## config.mk

```make
export PLATFORM = sky130hd
export DESIGN_NAME = window_stability_classifier_core
export DESIGN_NICKNAME = d
export VERILOG_FILES = /design/src/hw/rtl/wsc_pkg.sv /design/src/hw/rtl/wsc_cell.sv /design/src/hw/rtl/wsc_divider.sv /design/src/hw/rtl/window_stability_classifier_core.sv
export SDC_FILE = /design/constraint.sdc
export NUM_CORES = 1
export LEC_CHECK = 0
export ABC_AREA = 1
export BUFFER_PORTS_ARGS = -buffer_cell sky130_fd_sc_hd__buf_2
export CAP_MARGIN = 20
export CORE_MARGIN = 3
export CORE_UTILIZATION = 45
export DETAILED_ROUTE_END_ITERATION = 12
export SETUP_SLACK_MARGIN = 0.05
export SLEW_MARGIN = 40
export SYNTH_ARGS = -nofsm -noshare
export SYNTH_HDL_FRONTEND = slang
export SYNTH_SLANG_ARGS = --single-unit
```

## constraint.sdc

```tcl
create_clock -name clk -period 3.6 [get_ports clk]
set_input_delay 0 -clock clk [delete_from_list [all_inputs] [get_ports clk]]
set_output_delay 0 -clock clk [all_outputs]
set_load 0.01 [all_outputs]
```

## src/hw/rtl/wsc_pkg.sv

```systemverilog
// Types and constants for the window stability classifier.
// No dependencies; used by every module of the block.
package wsc_pkg;

  localparam int SAMPLE_W = 16;
  localparam int CFG_W    = 16;
  localparam int CFG_IDX_W = 2;

  // Register indexes on the configuration port.
  localparam logic [CFG_IDX_W-1:0] CFG_STABLE_SPREAD = 2'd0;
  localparam logic [CFG_IDX_W-1:0] CFG_LOW_THRESHOLD = 2'd1;
  localparam logic [CFG_IDX_W-1:0] CFG_HIGH_THRESHOLD = 2'd2;

  localparam logic [CFG_W-1:0] STABLE_SPREAD_RST = 16'd5;
  localparam logic [CFG_W-1:0] LOW_THRESHOLD_RST = 16'd370;
  localparam logic [CFG_W-1:0] HIGH_THRESHOLD_RST = 16'd380;

  // Command codes.
  localparam logic CMD_SAMPLE = 1'b0;
  localparam logic CMD_CLEAR  = 1'b1;

  // Level codes.
  localparam logic [1:0] LEVEL_LOW  = 2'd0;
  localparam logic [1:0] LEVEL_BAND = 2'd1;
  localparam logic [1:0] LEVEL_HIGH = 2'd2;

  typedef struct packed {
    logic                cmd;
    logic [SAMPLE_W-1:0] sample;
  } item_t;

  typedef struct packed {
    logic                stable;
    logic [SAMPLE_W-1:0] spread;
    logic [SAMPLE_W-1:0] mean_value;
    logic [1:0]          level;
  } result_t;

  typedef struct packed {
    logic shift;
    logic clear;
  } cell_ctrl_t;

  typedef enum logic [1:0] {
    ST_IDLE,
    ST_WALK,
    ST_DIVIDE,
    ST_FINISH
  } state_t;

endpackage

```

## src/hw/rtl/wsc_cell.sv

```systemverilog
// One window entry of the sample ring.
// Depends on wsc_pkg for the control struct and sample width.
module wsc_cell (
  input  logic                         clk,
  input  logic                         rst,
  input  wsc_pkg::cell_ctrl_t          ctrl,
  input  logic [wsc_pkg::SAMPLE_W-1:0] din,
  output logic [wsc_pkg::SAMPLE_W-1:0] dout
);

  logic [wsc_pkg::SAMPLE_W-1:0] value;

  always_ff @(posedge clk) begin
    if (rst || ctrl.clear) begin
      value <= '0;
    end else if (ctrl.shift) begin
      value <= din;
    end
  end

  assign dout = value;

endmodule

```

## src/hw/rtl/wsc_divider.sv

```systemverilog
// Division by a fixed divisor through a multiply by its rounded-up reciprocal, dividend and quotient registered.
// Depends on wsc_pkg for the sample width; the dividend's top part must be below DIVISOR.
module wsc_divider #(
  parameter int DIVISOR = 8,
  parameter int HI_W    = 3
) (
  input  logic                         clk,
  input  logic                         rst,
  input  logic                         start,
  input  logic [HI_W-1:0]              dividend_hi,
  input  logic [wsc_pkg::SAMPLE_W-1:0] dividend_lo,
  output logic                         done,
  output logic [wsc_pkg::SAMPLE_W-1:0] quotient
);

  localparam int DIV_W   = wsc_pkg::SAMPLE_W + HI_W;
  localparam int SHIFT   = DIV_W + HI_W;
  localparam int RECIP_W = DIV_W + 1;
  localparam int PROD_W  = DIV_W + RECIP_W;
  // ceil(2^SHIFT / DIVISOR); exact floor for every dividend below 2^DIV_W
  localparam longint unsigned RECIP_VAL =
    ((64'd1 << SHIFT) + 64'(DIVISOR) - 64'd1) / 64'(DIVISOR);
  localparam logic [RECIP_W-1:0] RECIP = RECIP_W'(RECIP_VAL);

  logic                         pend;
  logic [DIV_W-1:0]             dividend;
  logic [PROD_W-1:0]            product;
  logic [wsc_pkg::SAMPLE_W-1:0] quo;

  assign product = PROD_W'(dividend) * PROD_W'(RECIP);

  always_ff @(posedge clk) begin
    if (rst) begin
      pend <= 1'b0;
      done <= 1'b0;
    end else begin
      pend <= start;
      done <= pend;
    end
  end

  always_ff @(posedge clk) begin
    if (start) begin
      dividend <= {dividend_hi, dividend_lo};
    end
    if (pend) begin
      quo <= product[SHIFT +: wsc_pkg::SAMPLE_W];
    end
  end

  assign quotient = quo;

endmodule

```

## src/hw/rtl/window_stability_classifier_core.sv

```systemverilog
// Window stability classifier. Samples sit in a ring of WINDOW_DEPTH cells; a sample
// beat shifts the new value in at the head and drops the oldest entry, a clear beat
// zeroes every cell. After each sample the ring rotates once round, one cell a cycle,
// while the maximum, minimum and sum are gathered from the tail cell; the floored mean
// then comes from a multiply by the reciprocal of the depth in the divider. A sample
// beat yields its result after the ring walk and the divide; a clear beat goes
// straight to the finish state and yields its all-zero result. Results wait in an
// output register; one item is in work at a time, and a result still waiting holds
// the next one back in its finish state.
module window_stability_classifier_core #(
  parameter int WINDOW_DEPTH = 8
) (
  input  logic                                clk,
  input  logic                                rst,
  input  logic                                item_valid,
  output logic                                item_ready,
  input  wsc_pkg::item_t                      item,
  output logic                                result_valid,
  input  logic                                result_ready,
  output wsc_pkg::result_t                    result,
  input  logic                                cfg_we,
  input  logic [wsc_pkg::CFG_IDX_W-1:0]       cfg_index,
  input  logic [wsc_pkg::CFG_W-1:0]           cfg_data
);

  localparam int SW    = wsc_pkg::SAMPLE_W;
  localparam int LOG_D = $clog2(WINDOW_DEPTH);
  localparam int SUM_W = SW + LOG_D;
  localparam logic [LOG_D-1:0] LAST_CELL = LOG_D'(WINDOW_DEPTH - 1);

  wsc_pkg::state_t     state, state_next;
  wsc_pkg::cell_ctrl_t cell_ctrl;

  logic [SW-1:0]    cell_q [WINDOW_DEPTH];
  logic [SW-1:0]    head_din;
  logic [SW-1:0]    tail;
  logic [LOG_D-1:0] walk_cnt;
  logic             walk_last;
  logic             first;
  logic [SW-1:0]    hi, hi_next;
  logic [SW-1:0]    lo, lo_next;
  logic [SUM_W-1:0] sum, sum_next;
  logic             clear_pend;
  logic             accept;
  logic             load_out;
  logic             div_start;
  logic             div_done;
  logic [SW-1:0]    div_q;
  logic [SW-1:0]    stable_spread, low_threshold, high_threshold;
  logic [SW-1:0]    spread_w;
  wsc_pkg::result_t res_w;

  assign accept     = item_valid && item_ready;
  assign item_ready = (state == wsc_pkg::ST_IDLE);
  assign tail       = cell_q[WINDOW_DEPTH-1];
  assign walk_last  = (walk_cnt == LAST_CELL);
  assign first      = (walk_cnt == '0);

  // Rotate the ring during the walk, take the new sample at the head otherwise.
  assign head_din        = (state == wsc_pkg::ST_WALK) ? tail : item.sample;
  assign cell_ctrl.shift = (accept && item.cmd == wsc_pkg::CMD_SAMPLE)
                           || (state == wsc_pkg::ST_WALK);
  assign cell_ctrl.clear = accept && item.cmd == wsc_pkg::CMD_CLEAR;

  for (genvar i = 0; i < WINDOW_DEPTH; i++) begin : g_cell
    if (i == 0) begin : g_head
      wsc_cell u_cell (
        .clk  (clk),
        .rst  (rst),
        .ctrl (cell_ctrl),
        .din  (head_din),
        .dout (cell_q[i])
      );
    end else begin : g_body
      wsc_cell u_cell (
        .clk  (clk),
        .rst  (rst),
        .ctrl (cell_ctrl),
        .din  (cell_q[i-1]),
        .dout (cell_q[i])
      );
    end
  end

  always_comb begin
    hi_next  = (first || tail > hi) ? tail : hi;
    lo_next  = (first || tail < lo) ? tail : lo;
    sum_next = (first ? '0 : sum) + SUM_W'(tail);
  end

  assign div_start = (state == wsc_pkg::ST_WALK) && walk_last;

  wsc_divider #(
    .DIVISOR (WINDOW_DEPTH),
    .HI_W    (LOG_D)
  ) u_divider (
    .clk         (clk),
    .rst         (rst),
    .start       (div_start),
    .dividend_hi (sum_next[SUM_W-1:SW]),
    .dividend_lo (sum_next[SW-1:0]),
    .done        (div_done),
    .quotient    (div_q)
  );

  always_comb begin
    spread_w = hi - lo;
    res_w    = '0;
    if (!clear_pend && spread_w < stable_spread) begin
      res_w.stable     = 1'b1;
      res_w.mean_value = div_q;
      priority if (div_q < low_threshold) begin
        res_w.level = wsc_pkg::LEVEL_LOW;
      end else if (div_q > high_threshold) begin
        res_w.level = wsc_pkg::LEVEL_HIGH;
      end else begin
        res_w.level = wsc_pkg::LEVEL_BAND;
      end
    end
    if (!clear_pend) begin
      res_w.spread = spread_w;
    end
  end

  always_comb begin
    state_next = state;
    load_out   = 1'b0;
    unique case (state)
      wsc_pkg::ST_IDLE: begin
        if (accept) begin
          state_next = (item.cmd == wsc_pkg::CMD_CLEAR) ? wsc_pkg::ST_FINISH
                                                        : wsc_pkg::ST_WALK;
        end
      end
      wsc_pkg::ST_WALK: begin
        if (walk_last) begin
          state_next = wsc_pkg::ST_DIVIDE;
        end
      end
      wsc_pkg::ST_DIVIDE: begin
        if (div_done) begin
          state_next = wsc_pkg::ST_FINISH;
        end
      end
      wsc_pkg::ST_FINISH: begin
        if (!result_valid || result_ready) begin
          load_out   = 1'b1;
          state_next = wsc_pkg::ST_IDLE;
        end
      end
      default: state_next = wsc_pkg::ST_IDLE;
    endcase
  end

  always_ff @(posedge clk) begin
    if (rst) begin
      state <= wsc_pkg::ST_IDLE;
    end else begin
      state <= state_next;
    end
  end

  always_ff @(posedge clk) begin
    if (rst) begin
      walk_cnt   <= '0;
      clear_pend <= 1'b0;
    end else begin
      if (accept) begin
        walk_cnt   <= '0;
        clear_pend <= (item.cmd == wsc_pkg::CMD_CLEAR);
      end else if (state == wsc_pkg::ST_WALK) begin
        walk_cnt <= walk_cnt + 1'b1;
      end
    end
  end

  always_ff @(posedge clk) begin
    if (state == wsc_pkg::ST_WALK) begin
      hi  <= hi_next;
      lo  <= lo_next;
      sum <= sum_next;
    end
  end

  // Hold the result until the beat is taken.
  always_ff @(posedge clk) begin
    if (rst) begin
      result_valid <= 1'b0;
    end else if (load_out) begin
      result_valid <= 1'b1;
    end else if (result_ready) begin
      result_valid <= 1'b0;
    end
  end

  always_ff @(posedge clk) begin
    if (load_out) begin
      result <= res_w;
    end
  end

  always_ff @(posedge clk) begin
    if (rst) begin
      stable_spread  <= wsc_pkg::STABLE_SPREAD_RST;
      low_threshold  <= wsc_pkg::LOW_THRESHOLD_RST;
      high_threshold <= wsc_pkg::HIGH_THRESHOLD_RST;
    end else if (cfg_we) begin
      unique case (cfg_index)
        wsc_pkg::CFG_STABLE_SPREAD:  stable_spread  <= cfg_data;
        wsc_pkg::CFG_LOW_THRESHOLD:  low_threshold  <= cfg_data;
        wsc_pkg::CFG_HIGH_THRESHOLD: high_threshold <= cfg_data;
        default: ;
      endcase
    end
  end

endmodule

```

== Word-level counts from Yosys, hierarchy flattened ==
Index checks and enable logic that the tools add are counted.

* Word-level logic and storage cells: 84
* Input port bits: 40
* Output and inout port bits: 37
* Register bits after elaboration: 306

* $lt $le $gt $ge: 5
* Equality and inequality tests: 10
* Add/subtract/negate cells: 3
* Reductions and logical operators: 24
* Bitwise gates (word level): 2
* Multiplexer cells: 14

{| class="wikitable"
|+ Operators by type and width
! cell !! count
|-
| 16-bit < comparator || 3
|-
| 16-bit > comparator || 2
|-
| 19-bit by 16-bit adder with 19-bit output || 1
|-
| 19-bit 2-to-1 mux || 1
|-
| 16-bit 2-to-1 mux || 1
|-
| 16-bit subtractor || 1
|-
| 2-bit 2-to-1 mux || 6
|-
| 2-bit AND reduction || 5
|-
| 2-bit one-hot mux with 4 select lines || 1
|-
| 2-bit == test (second input constant) || 3
|-
| 1-bit logical AND || 5
|-
| 1-bit logical OR || 5
|-
| 1-bit 2-to-1 mux || 5
|-
| 2-bit by 1-bit == test with 1-bit output (second input constant) || 2
|-
| 2-bit logical NOT || 2
|-
| 2-bit by 1-bit != test with 1-bit output (second input constant) || 2
|-
| 2-bit != test (second input constant) || 2
|-
| 4-bit AND reduction || 1
|-
| 2-bit OR reduction || 2
|-
| 3-bit by 1-bit adder with 3-bit output (second input constant) || 1
|-
| 3-bit == test (second input constant) || 1
|-
| 3-bit logical NOT || 1
|-
| 1-bit logical NOT || 2
|-
| 1-bit inverter || 2
|-
| 2-bit nonzero test || 1
|}

== Depth between registers and ports, before layout ==
Gate-level depths: netlist of run 1.

* Depth in word-level cells: 5
* Depth in mapped cells: 22
* Depth with buffers taken out: 21

== Modules after synthesis ==
A second synthesis of run 1 with hierarchy kept.

* Cells, all modules: 1965
* Area, all modules: 15586.2 um^2

{| class="wikitable"
|+ By module, submodules not included
! module !! cells each !! times used !! area an instance (um^2)
|-
| window_stability_classifier_core || 1119 || 1 || 9024.9
|-
| wsc_cell || 101 || 8 || 693.2
|-
| wsc_divider || 38 || 1 || 1016.0
|}

== Worst setup path before layout of run 1 ==
No wires, ideal clock.

* Path type: register -> register
* From: register hi[0]
* To: register result[10] (netlist name) (data pin)
* Data arrival time: 2651 ps
* Path slack: 699 ps
* Clock period less this slack: 2901 ps
* Stages on the path, launching flop included: 20
* Cell sequence: edfxtp_1 -> inv_1 -> ha_1 -> inv_1 -> fa_1 -> nand3_1 -> nand2_1 -> nand2_1 -> nand2_1 -> nand3_1 -> nand3b_1 -> nand2_1 -> inv_1 -> ha_1 -> nand2_1 -> nor4_1 -> a21oi_2 -> inv_2 -> buf_6 -> nor2_1

* Cells in the longest elaborated chain, start to end: 3

{| class="wikitable"
|+ Ends and longest elaborated chain
! element !! line !! source
|-
| from (decl) || window_stability_classifier_core.sv:40 || <nowiki>logic [SW-1:0] hi, hi_next;</nowiki>
|-
| from (signal assigned) || window_stability_classifier_core.sv:179 || <nowiki>hi <= hi_next;</nowiki>
|-
| 16-bit subtractor || window_stability_classifier_core.sv:107 || <nowiki>spread_w = hi - lo;</nowiki>
|-
| named net spread_w[14] || window_stability_classifier_core.sv:50 || <nowiki>logic [SW-1:0] spread_w;</nowiki>
|-
| 16-bit < comparator || window_stability_classifier_core.sv:109 || <nowiki>if (!clear_pend && spread_w < stable_spread) begin</nowiki>
|-
| 1-bit logical AND || window_stability_classifier_core.sv:109 ||
|-
| to (signal assigned) || window_stability_classifier_core.sv:198 || <nowiki>result <= res_w;</nowiki>
|-
| to (decl) || window_stability_classifier_core.sv:20 || <nowiki>output wsc_pkg::result_t result,</nowiki>
|}

The timed path passes the listed nets, and every way through them passes these cells.
A chain may end at the register's enable or synchronous reset.

== Final worst setup path of run 1 ==
* From: register hi[0]
* To: register result[5] (netlist name) (data pin)

The elaborated chain is that of the path after synthesis.

==> results of run 1 <==
routing by layer:
| metal | share of wire | up-vias | global-route usage |
|---|---|---|---|
| met1 | 0.47 | 5147 | 0.255 |
| met3 | 0.037 | 40 | 0.0261 |
| met4 | 0.016 | 0 | 0.0435 |
| met5 | 0 | - | 0 |
| met2 | 0.48 | 175 | 0.334 |
| li1 | - | 5756 | - |
critical path, delay by kind of cell (launching register included):
family	cells	cell delay (ns)
simple gates	10	1.19
fa+ha+maj	3	0.82
flops	1	0.39
buf+inv	4	0.43
compound gates	1	0.16
cell usage after synthesis:
cell type | number | share of area
a211oi_1 | 2 | 0.0011
a21o_1 | 5 | 0.0026
a21oi_1 | 215 | 0.076
a21oi_2 | 1 | 0.00061
a22oi_1 | 1 | 0.00053
a311oi_1 | 16 | 0.0098
a31oi_1 | 2 | 0.00088
and2_1 | 1 | 0.00044
buf_1 | 5 | 0.0013
buf_2 | 16 | 0.0056
buf_4 | 9 | 0.0047
buf_6 | 1 | 0.00079
clkbuf_1 | 31 | 0.0082
dfxtp_1 | 185 | 0.26
edfxtp_1 | 118 | 0.25
fa_1 | 2 | 0.0028
ha_1 | 115 | 0.10
inv_1 | 200 | 0.053
inv_2 | 3 | 0.00079
nand2_1 | 485 | 0.13
nand3_1 | 28 | 0.0098
nand3b_1 | 2 | 0.0011
nand4_1 | 6 | 0.0026
nor2_1 | 134 | 0.035
nor3_1 | 13 | 0.0046
nor4_1 | 1 | 0.00044
o211ai_1 | 12 | 0.0063
o21a_1 | 3 | 0.0016
o21ai_0 | 56 | 0.020
o21ai_2 | 1 | 0.00061
o21bai_1 | 4 | 0.0021
o22ai_1 | 1 | 0.00044
xnor2_1 | 3 | 0.0018
xor2_1 | 13 | 0.0080
final timing paths:
check / slack, ns / cells after the start / to / start
min: 0.06 / 5 / low_threshold[1] / cfg_we
max: 0.36 / 18 / result[5] / hi[0]
min reg2reg: 0.41 / 0 / u_divider.quotient[10] / u_divider.dividend[13]
max reg2reg: 0.36 / 18 / result[5] / hi[0]
power breakdown:
group	internal (mW)	switching, mW
clock network	2.23	1.41
registers	4.10	0.163
logic	1.02	2.25
cell type report:
| type | instances | area [um^2] | share of cell area |
|---|---|---|---|
| Multi-Input combinational cell | 1122 | 5980 | 0.358 |
| Inverter | 203 | 763 | 0.0457 |
| Clock buffer | 45 | 1020 | 0.0609 |
| Tap cell | 396 | 495 | 0.0297 |
| Clock inverter | 19 | 193 | 0.0115 |
| Sequential cell | 303 | 7250 | 0.434 |
| Timing Repair Buffer | 140 | 1010 | 0.0607 |
logic make-up (layout without fill, tap and decap cells):
group           Yosys count  in the layout  synth area share
simple gates            670            670             0.182
compound gates          319            319             0.122
flops                   303            303             0.509
buf+inv                 265            407            0.0741
fa+ha+maj               117            117             0.104
xor+xnor                 16             16           0.00983
==> metrics.txt, run 1 <==
total gr overflow=0; initial core utilization=0.461; Yosys warning count=0; H-tree levels=2; Finished Layout Cells=2228; chip height=184 um; Antenna Nets Post-Route=0; clk root buf=clkbuf_16; number of I/O port buffers=76; Tmin final=3.24 ns; Util after Layout=0.540; RSZ-0062 raised after global routing=no; Worst setup EP type=register; Unique masters post-synth=34; CTS buffer count=35; total track usage=0.192; die area=33800 um^2; Detailed Place HPWL=22900 um; pwr dens=668 nW/um^2; starting DRC count in detailed routing=600; most frequent cells in the layout=nand2_1 (483), a21oi_1 (214), inv_1 (200), dfxtp_1 (185), nor2_1 (134); WP data required=3.85 ns; clock sink count=303; Fin. Hold Viols=0; Top cell by count, worst path=nand2_1; maximum clock frequency=309 MHz; Worst Max-Slew Pin Slew=0.690 ns; routability cong.=0.908; worst hold path class=input port to register; Synth-to-Final Area Change=17.2%; Syn Nets=1847; worst setup margin=0.361 ns; Post-DP Area=15000 um^2; die width=184 um; Hold Buf Count CTS=45; worst slack at placement=0.339 ns; leakage power=7.22 nW; share of cells above drive strength 1=0.0879; maxcap violations=0; largest net degree at the start of global routing=143; CP max FO=16; startpoint types=register; DRT Wirelength=32900 um; critical path arrival=3.49 ns; global-route wire length before repair=53000 um; vias in the first global route=10600; Setup Skew=0.0205 ns; Final setup viols=0; Largest register FFs=112; Synth Register Bits=303; DR WL/cell=14.8 um; vias=11100; CP max-delay cell=fa_1; Max VDD drop=0.417 mV; commonest non-fill, non-tap cell in the layout=nand2_1; # Post-CTS Setup Buffers=0; post-route design area=16700 um^2; Rel. slew slack=0.540; cts repair resizes=0; Avg Cell Area, Syn=8.43 um^2; I/O pin total=77; initial antenna violation count=0; antenna cells=0; hold_ws=0.0606 ns; area of the mapped netlist=14300 um^2; CP max stage delay=0.42 ns; Rows=64; setup TNS=0 ns; worst-case clock buffer depth=3; CP Class=register to register; Fillers=2913; Reg clk slew, reported paths=0.06 ns; synthesized netlist cell count=1690; total power=11.2 mW; Nets=1962; worst-skew pair later-pin latency=0.51 ns; outcome=finished clean; ratio of final minimum period to clock period=0.900; number of vias per cell=4.99; detailed-route DRC error count=0; Final Max Tran Viols=0; cells along the critical path=inv_1 -> ha_1 -> inv_1 -> fa_1 -> nand3_1 -> nand2_1 -> nand2_1 -> nand2_1 -> nand3_1 -> nand3b_1 -> nand2_1 -> inv_1 -> ha_1 -> nand2_1 -> nor4_1 -> a21oi_2 -> inv_2 -> nor2_1; register area share after synthesis=0.509; CTS tree=built; drt pass-1 iters=4; dpl cells=2119; core area=30900 um^2
No activity file was read; power rests on OpenSTA's default activity.
==> run 2: changes to the inputs <==
- SETUP_SLACK_MARGIN: 0.05 -> 0.5
==> metrics.txt, run 2 (synthesized netlist as in run 1, its figures left out) <==
Worst Max-Slew Pin Slew=0.686 ns (was 0.690 ns); Fillers=2885 (was 2913); setup TNS=0 ns (unchanged); RSZ-0062 raised after global routing=yes (was no); Reg clk slew, reported paths=0.06 ns (about the same); global-route wire length before repair=53200 um (was 53000 um); vias in the first global route=10600 (about the same); maximum clock frequency=329 MHz (was 309 MHz); Top cell by count, worst path=nand2_2 (was nand2_1); CP max FO=8 (was 16); die width=184 um (unchanged); share of cells above drive strength 1=0.113 (was 0.0879); Final Max Tran Viols=0 (unchanged); chip height=184 um (unchanged); Rows=64 (unchanged); largest net degree at the start of global routing=143 (unchanged); register area=7250 um^2 (unchanged); most frequent cells in the layout=nand2_1 (473), a21oi_1 (210), inv_1 (198), dfxtp_1 (185), nor2_1 (128) (was nand2_1 (483), a21oi_1 (214), inv_1 (200), dfxtp_1 (185), nor2_1 (134)); CTS buffer count=35 (unchanged); initial antenna violation count=0 (unchanged); Setup Skew=0.0192 ns (was 0.0205 ns); routability cong.=0.908 (unchanged); CTS tree=built (unchanged); starting DRC count in detailed routing=633 (was 600); delay-heaviest family, CP=simple AND/OR/NAND/NOR gates (unchanged); ratio of final minimum period to clock period=0.843 (was 0.900); Worst setup EP type=register (unchanged); commonest non-fill, non-tap cell in the layout=nand2_1 (unchanged); DRT Wirelength=33300 um (was 32900 um); clk root buf=clkbuf_16 (unchanged); number of vias per cell=5.00 (was 4.99); Worst Path Buf+Inv=3 (was 4); cells along the critical path=inv_1 -> ha_2 -> inv_2 -> fa_2 -> nand3_2 -> nand2_4 -> nand2_4 -> nand2_4 -> nand2_2 -> nand2_2 -> nor2_2 -> nor2_2 -> ha_1 -> nand2_2 -> o21ai_1 -> nand2_1 -> nand2_2 -> a21oi_4 -> clkinvlp_4 -> nor2_1 (was inv_1 -> ha_1 -> inv_1 -> fa_1 -> nand3_1 -> nand2_1 -> nand2_1 -> nand2_1 -> nand3_1 -> nand3b_1 -> nand2_1 -> inv_1 -> ha_1 -> nand2_1 -> nor4_1 -> a21oi_2 -> inv_2 -> nor2_1); worst-skew pair later-pin latency=0.51 ns (about the same); core area=30900 um^2 (unchanged); maxcap violations=0 (unchanged); CP max stage delay=0.38 ns (was 0.42 ns); critical path arrival=3.41 ns (was 3.49 ns); total gr overflow=0 (unchanged); leakage power=7.29 nW (was 7.22 nW); Synth-to-Final Area Change=19.1% (was 17.2%); pwr dens=678 nW/um^2 (was 668 nW/um^2); die area=33800 um^2 (unchanged); H-tree levels=2 (unchanged); drt pass-1 iters=5 (was 4); Finished Layout Cells=2239 (was 2228); WP data required=3.97 ns (was 3.85 ns); initial core utilization=0.461 (unchanged); Detailed Place HPWL=22900 um (unchanged); antenna cells=0 (unchanged); number of I/O port buffers=76 (unchanged); Rel. slew slack=0.542 (was 0.540); CP max-delay cell=edfxtp_1 (was fa_1); Max VDD drop=0.420 mV (was 0.417 mV); total track usage=0.193 (was 0.192); area occupied by multi-input gates=6150 um^2 (was 5980 um^2); Nets=1973 (was 1962); Final setup viols=0 (unchanged); vias=11200 (was 11100); worst-case clock buffer depth=3 (unchanged); I/O pin total=77 (unchanged); worst hold path class=input port to register (unchanged); clock sink count=303 (unchanged); Tmin final=3.04 ns (was 3.24 ns); Antenna Nets Post-Route=0 (unchanged); outcome=finished clean (unchanged); startpoint types=register (unchanged); DR WL/cell=14.9 um (was 14.8 um); Largest register FFs=112 (unchanged); Fin. Hold Viols=0 (unchanged); detailed-route DRC error count=0 (unchanged); CP Class=register to register (unchanged); dpl cells=2119 (unchanged)
run 2: cell types whose count changed in the layout (fill, tap and decap cells not counted), sizes merged:
cell,before,now
buf,95,105
clkinvlp,2,3
run 2: routing by layer:
layer	up-vias	wire length, um	part of all wire	track usage
met5	-	0	0	0
met4	0	559	0.017	0.0438
met3	42	1110	0.033	0.0261
met2	174	16100	0.48	0.336
met1	5206	15600	0.47	0.257
li1	5781	-	-	-
run 2: worst reg2reg max path, cell delays in order (launching register included):
cell        delay (ns)
edfxtp_1          0.38
inv_1             0.08
ha_2              0.17
inv_2             0.04
fa_2              0.35
nand3_2           0.11
nand2_4           0.08
nand2_4           0.09
nand2_4           0.06
nand2_2           0.07
nand2_2           0.05
nor2_2            0.13
nor2_2            0.06
ha_1              0.30
nand2_2           0.09
o21ai_1           0.07
nand2_1           0.08
nand2_2           0.07
a21oi_4           0.23
clkinvlp_4        0.26
nor2_1            0.14
run 2: per-stage QoR:
stage          hold slack, ns  power [mW]   util  cell area (um^2)  setup slack, ns
6_report               0.0613        11.5  0.549             17000            0.564
5_1_grt                0.0964        12.2  0.549             17000            0.363
4_1_cts                0.0270        11.4  0.543             16800            0.507
3_5_place_dp            0.219        7.59  0.487             15000            0.339
3_3_place_gp            0.221        7.52  0.486             15000            0.421
2_1_floorplan          0.0691        6.74      -             14300            0.699
run 2: final timing paths:
| check | startpoint | endpoint | slack [ns] | depth (start not counted) |
|---|---|---|---|---|
| setup / recovery | hi[0] | result[7] | 0.56 | 20 |
| hold / removal | cfg_we | low_threshold[1] | 0.06 | 5 |
| setup reg to reg | hi[0] | result[7] | 0.56 | 20 |
| hold reg to reg | u_divider.dividend[13] | u_divider.quotient[10] | 0.41 | 0 |
run 2: cell type report:
class                   count  share of cell area
clock buffers              45              0.0600
clock inverters            19              0.0114
inverters                 203              0.0453
multi-input cells        1122               0.363
flip-flops and latches    303               0.427
well taps                 396              0.0292
repair buffers            150              0.0642
repair inverters            1            0.000442
run 2: report_power, final:
part           internal [mW]  leakage, nW  switching [mW]
clock                   2.23        0.596            1.41
combinational           1.19         4.09            2.41
sequential              4.10         2.60           0.169
total                   7.52         7.29            3.99
run 2: timing repair:
| action | 4_1_cts | 5_1_grt |
|---|---|---|
| hold endpoints to repair | 79 | 0 |
| setup endpoints to repair | 16 | 18 |
| buffers inserted | 2 | 8 |
| hold buffers | 45 | 0 |
| gates cloned | 1 | 0 |
| resized for setup | 16 | 30 |
| pin swaps | 3 | 20 |
